**src/design/psa_ram.sv**
```systemverilog
// Generic simple dual-port RAM: one write port, one read port, registered read.
// No dependencies.
`default_nettype none

module psa_ram #(
  parameter int unsigned WIDTH = 8,
  parameter int unsigned DEPTH = 2
) (
  input  wire logic                     clk,
  input  wire logic                     we,
  input  wire logic [$clog2(DEPTH)-1:0] waddr,
  input  wire logic [WIDTH-1:0]         wdata,
  input  wire logic [$clog2(DEPTH)-1:0] raddr,
  output logic      [WIDTH-1:0]         rdata
);

  logic [WIDTH-1:0] mem [DEPTH];

  always_ff @(posedge clk) begin
    if (we) begin
      mem[waddr] <= wdata;
    end
    rdata <= mem[raddr];
  end

endmodule

`default_nettype wire

```
**config.mk**
```make
export PLATFORM = sky130hd
export DESIGN_NAME = psa_ram
export DESIGN_NICKNAME = d
export VERILOG_FILES = /design/src/design/psa_ram.sv
export SDC_FILE = /design/constraint.sdc
export NUM_CORES = 1
export LEC_CHECK = 0
export CAP_MARGIN = 0
export CORE_MARGIN = 4
export CORE_UTILIZATION = 60
export CTS_BUF_LIST = sky130_fd_sc_hd__clkbuf_16
export DETAILED_ROUTE_END_ITERATION = 7
export DONT_BUFFER_PORTS = 1
export HOLD_SLACK_MARGIN = 0.15
export PLACE_DENSITY = 0.77
export SETUP_SLACK_MARGIN = 0.3
export SLEW_MARGIN = 20
export SYNTH_ARGS = -nofsm -noshare
export SYNTH_HDL_FRONTEND = slang
export SYNTH_SLANG_ARGS = --single-unit
```
**constraint.sdc**
```tcl
create_clock -name clk -period 2.2 [get_ports clk]
set_clock_uncertainty 0.15 [all_clocks]
set_input_delay 0.11 -clock clk [delete_from_list [all_inputs] [get_ports clk]]
set_output_delay 0.11 -clock clk [all_outputs]
set_load 0.005 [all_outputs]
```
Word-level counts from Yosys, hierarchy flattened
Memories as Yosys holds them, arrays and structs flattened. A register that Yosys moved wholly into a read port is not among the register bits.
Cells that the tools add are included.
W data, S select, Z words.
{"block": "totals", "out_inout_bits": 8, "wordCells": 3, "register_bits": 0, "latchBits": 0, "memories": 1, "ram_bits": 16, "rom_bits": 0, "in_bits": 12}
{"block": "classes", "n_div": 0, "n_reduce_logical": 0, "shifts": 0, "mul": 0, "n_addsub": 0, "bitwise": 0, "n_eq_ne": 0, "n_mux": 2, "order_cmp": 0}
{"name": "mem", "depth": 2, "word_bits": 8, "read_ports": 1, "rd_clocked_by_memory_dff": 1, "wr": 1, "line": "17", "rtl": "logic [WIDTH-1:0] mem [DEPTH];"}
{"operator": "$mux W1", "n": 2}

Longest topological paths before layout
{"block": "depth", "depth_word": 2, "ltp_mapped": 2, "depth_no_buf": 1}

Least setup slack after synthesis
No wires, ideal clock.
{"block": "synth_timing", "path_type": "input -> register", "startpoint": "input port we", "endpoint": "memory mem[0][0], enable pin", "stages": 1, "setup_time_ps": 373, "t_required_ps": 1677, "setup_slack_ps": 1147, "arrival_time_ps": 530, "n_path_buf": 0, "path_cell_list": "nor2b_1"}
{"block": "synth_via", "elab_chain_cells": 2}
{"item": "start: declaration", "line": "10", "rtl": "input wire logic we,"}
{"item": "$mux W1", "line": "20", "rtl": "if (we) begin"}
{"item": "$mux W1 (implied by the code)", "line": "21", "rtl": "mem[waddr] <= wdata;"}
{"item": "end: declaration", "line": "17"}
Every way passes these cells.

Worst setup path after layout
{"block": "layout_timing", "startpoint": "input port waddr", "endpoint": "memory mem[0][2], enable pin"}
{"item": "start: declaration", "line": "11", "rtl": "input wire logic [$clog2(DEPTH)-1:0] waddr,"}
No word-level cell before the write port.

==> flow_summary.yaml <==
critical_path:
  required_ns: 1.93
  arrival_ns: 1.21
  worst_path_max_delay_cell: "dlygate4sd3_1"
  slowest_delay_ns: 0.55
  startpoint_type: "input port"
  crit_chain: "dlygate4sd3_1 > nor2b_1"
  cp_top_family: "buffers and inverters"
  worstSetupEndpointType: "flop"
  crit_type: "input port to flop"
  critPathBufInv: 1
  regToRegSetupSlack_ns: 1.24
  critical_path_cell_count: 2
  reg2regPathDepth: 1
  critPathMaxFanout: 8
placement:
  io_buffers: 0
  placed_area_um2: 791
  place.gp.congestion: 0.597
  placed_cells_incl_taps: 48
layout:
  drive_gt1_frac: 0.245
  nNetsFinal: 62
  regArea_um2: 641
  multi_input_area_um2: 133
  final_common_cell: "edfxtp_1"
  syn_to_final_growth_pct: 28.2
  diodes: 0
  final_cell_mix: "edfxtp_1, dlygate4sd3_1, mux2_4, dfxtp_1, clkbuf_16"
  nFillCells: 57
  finalInstanceArea_mm2: 0.00101
  final-instance-count-excl-fill: 63
  final_core_util: 0.859
routing:
  num_vias: 328
  via_per_inst: 5.21
  ant_nets: 0
  wl_mm: 1.23
  dr.pass1.iters: 3
  route.detailed.drc: 0
  routedWlPerCell_um: 19.6
  drt_iter0_drc: 16
clock_tree:
  clock_latency_ns: 0.25
  cts.clk_slew.worst_paths_ns: 0.06
  cts.sink_count: 24
  cts_tree: "done"
  cts_root_buffer: "clkbuf_16"
  numCtsBuffers: 3
  cts_buffer_depth: 2
  htreeDepth: 1
die:
  dieHeight_um: 44.2
  die_x_um: 44.2
  core_mm2: 0.00117
  rows: 12
  die_area_mm2: 0.00195
  start_util: 0.670
  ios: 20
timing:
  worstMarginPinSlew_ns: 0.678
  rsz0062_at_grt: "no"
  finalSetupViolations: 0
  fin_crit_ns: 1.48
  hold_ws_ns: 0.148
  fin_setup_tns_ns: 0
  period_share: 0.671
  drv_slew: 0
  relSlewSlack: 0.547
  clock.fmax_mhz: 677
  timing.final.hold_violations: 0
global_route:
  grt_max_degree: 15
  overflow: 0
  antenna_found_initial: 0
  grt_usage: 0.140
  grt_pass1_vias: 372
  grt_pass1_wl_mm: 1.82
logic_synthesis:
  synth_area_um2: 785
  ys_seq_elements: 24
  synth_nets: 47
  syn_inst: 35
  ys_warn_count: 0
  seq_area_frac_synth: 0.817
  avgSynthCellArea_um2: 22.4
  yosysUniqueCellTypes: 6
power_and_ir_drop:
  ir_drop_mv: 0.721
  p_leak_nw: 0.385
  p_per_area_mw_per_mm2: 1080
flow_run:
  drv_cap: 0
hold_path:
  hold_path.class: "input port to flop"
  min_path_cells: 1
status:
  status: "finished, final reports clean"
==> flip-flops by register name, indices dropped and copies added (netlist names) <==
name	count
mem	16
rdata	8
==> Yosys cell counts <==
cell	number	area share
dfxtp_1	8	0.20
and2_1	1	0.0080
nor2b_1	1	0.0080
mux2_4	8	0.15
buf_6	1	0.014
edfxtp_1	16	0.61
==> layer usage <==
metal	vias to the layer above	track usage	wire (µm)
li1	156	-	-
met3	0	0.0610	77
met5	-	0	0
met1	156	0.156	530
met2	16	0.253	626
met4	0	0.0181	0
==> path summary, 6_finish.rpt <==
check / from / to
setup / recovery: waddr / mem[0][2]
hold / removal: we / mem[1][4]
setup reg to reg: mem[0][4] / rdata[4]
hold reg to reg: mem[0][2] / rdata[2]
==> per-stage QoR <==
step / power [mW] / setup slack [ns]
after floorplan: 0.567 / 1.15
after global placement: 0.566 / 1.08
after detailed placement: 0.568 / 1.01
after CTS: 1.08 / 0.740
after global routing: 1.11 / 0.628
final: 1.09 / 0.724
==> cells by family (layout without fill, tap and decap cells) <==
kind of cell | Yosys count | in the layout | share of synthesized area
DFF | 24 | 24 | 0.817
muxes | 8 | 8 | 0.153
and+or+nand+nor | 2 | 2 | 0.0160
buffers and inverters | 1 | 15 | 0.0144
==> area by class of cell <==
| cell class | instances | share of cell area |
|---|---|---|
| repair buffers | 11 | 0.109 |
| clock inverters | 1 | 0.0299 |
| well taps | 14 | 0.0174 |
| multi-input cells | 10 | 0.132 |
| flip-flops and latches | 24 | 0.637 |
| clock buffers | 3 | 0.0746 |
==> where the power goes <==
| part | internal (mW) | total [mW] | switching (mW) | leakage, nW |
|---|---|---|---|---|
| registers | 0.518 | 0.531 | 0.0135 | 0.218 |
| clock network | 0.361 | 0.504 | 0.143 | 0.0511 |
| logic | 0.0337 | 0.0520 | 0.0183 | 0.116 |
==> what timing repair did <==
| item | in CTS | in global routing |
|---|---|---|
| gates resized for setup | 0 | 0 |
| hold endpoints to repair | 32 | 0 |
| hold buffers | 11 | 0 |
| setup buffers | 0 | 0 |
Note: power is estimated with default switching activity, not from simulation.
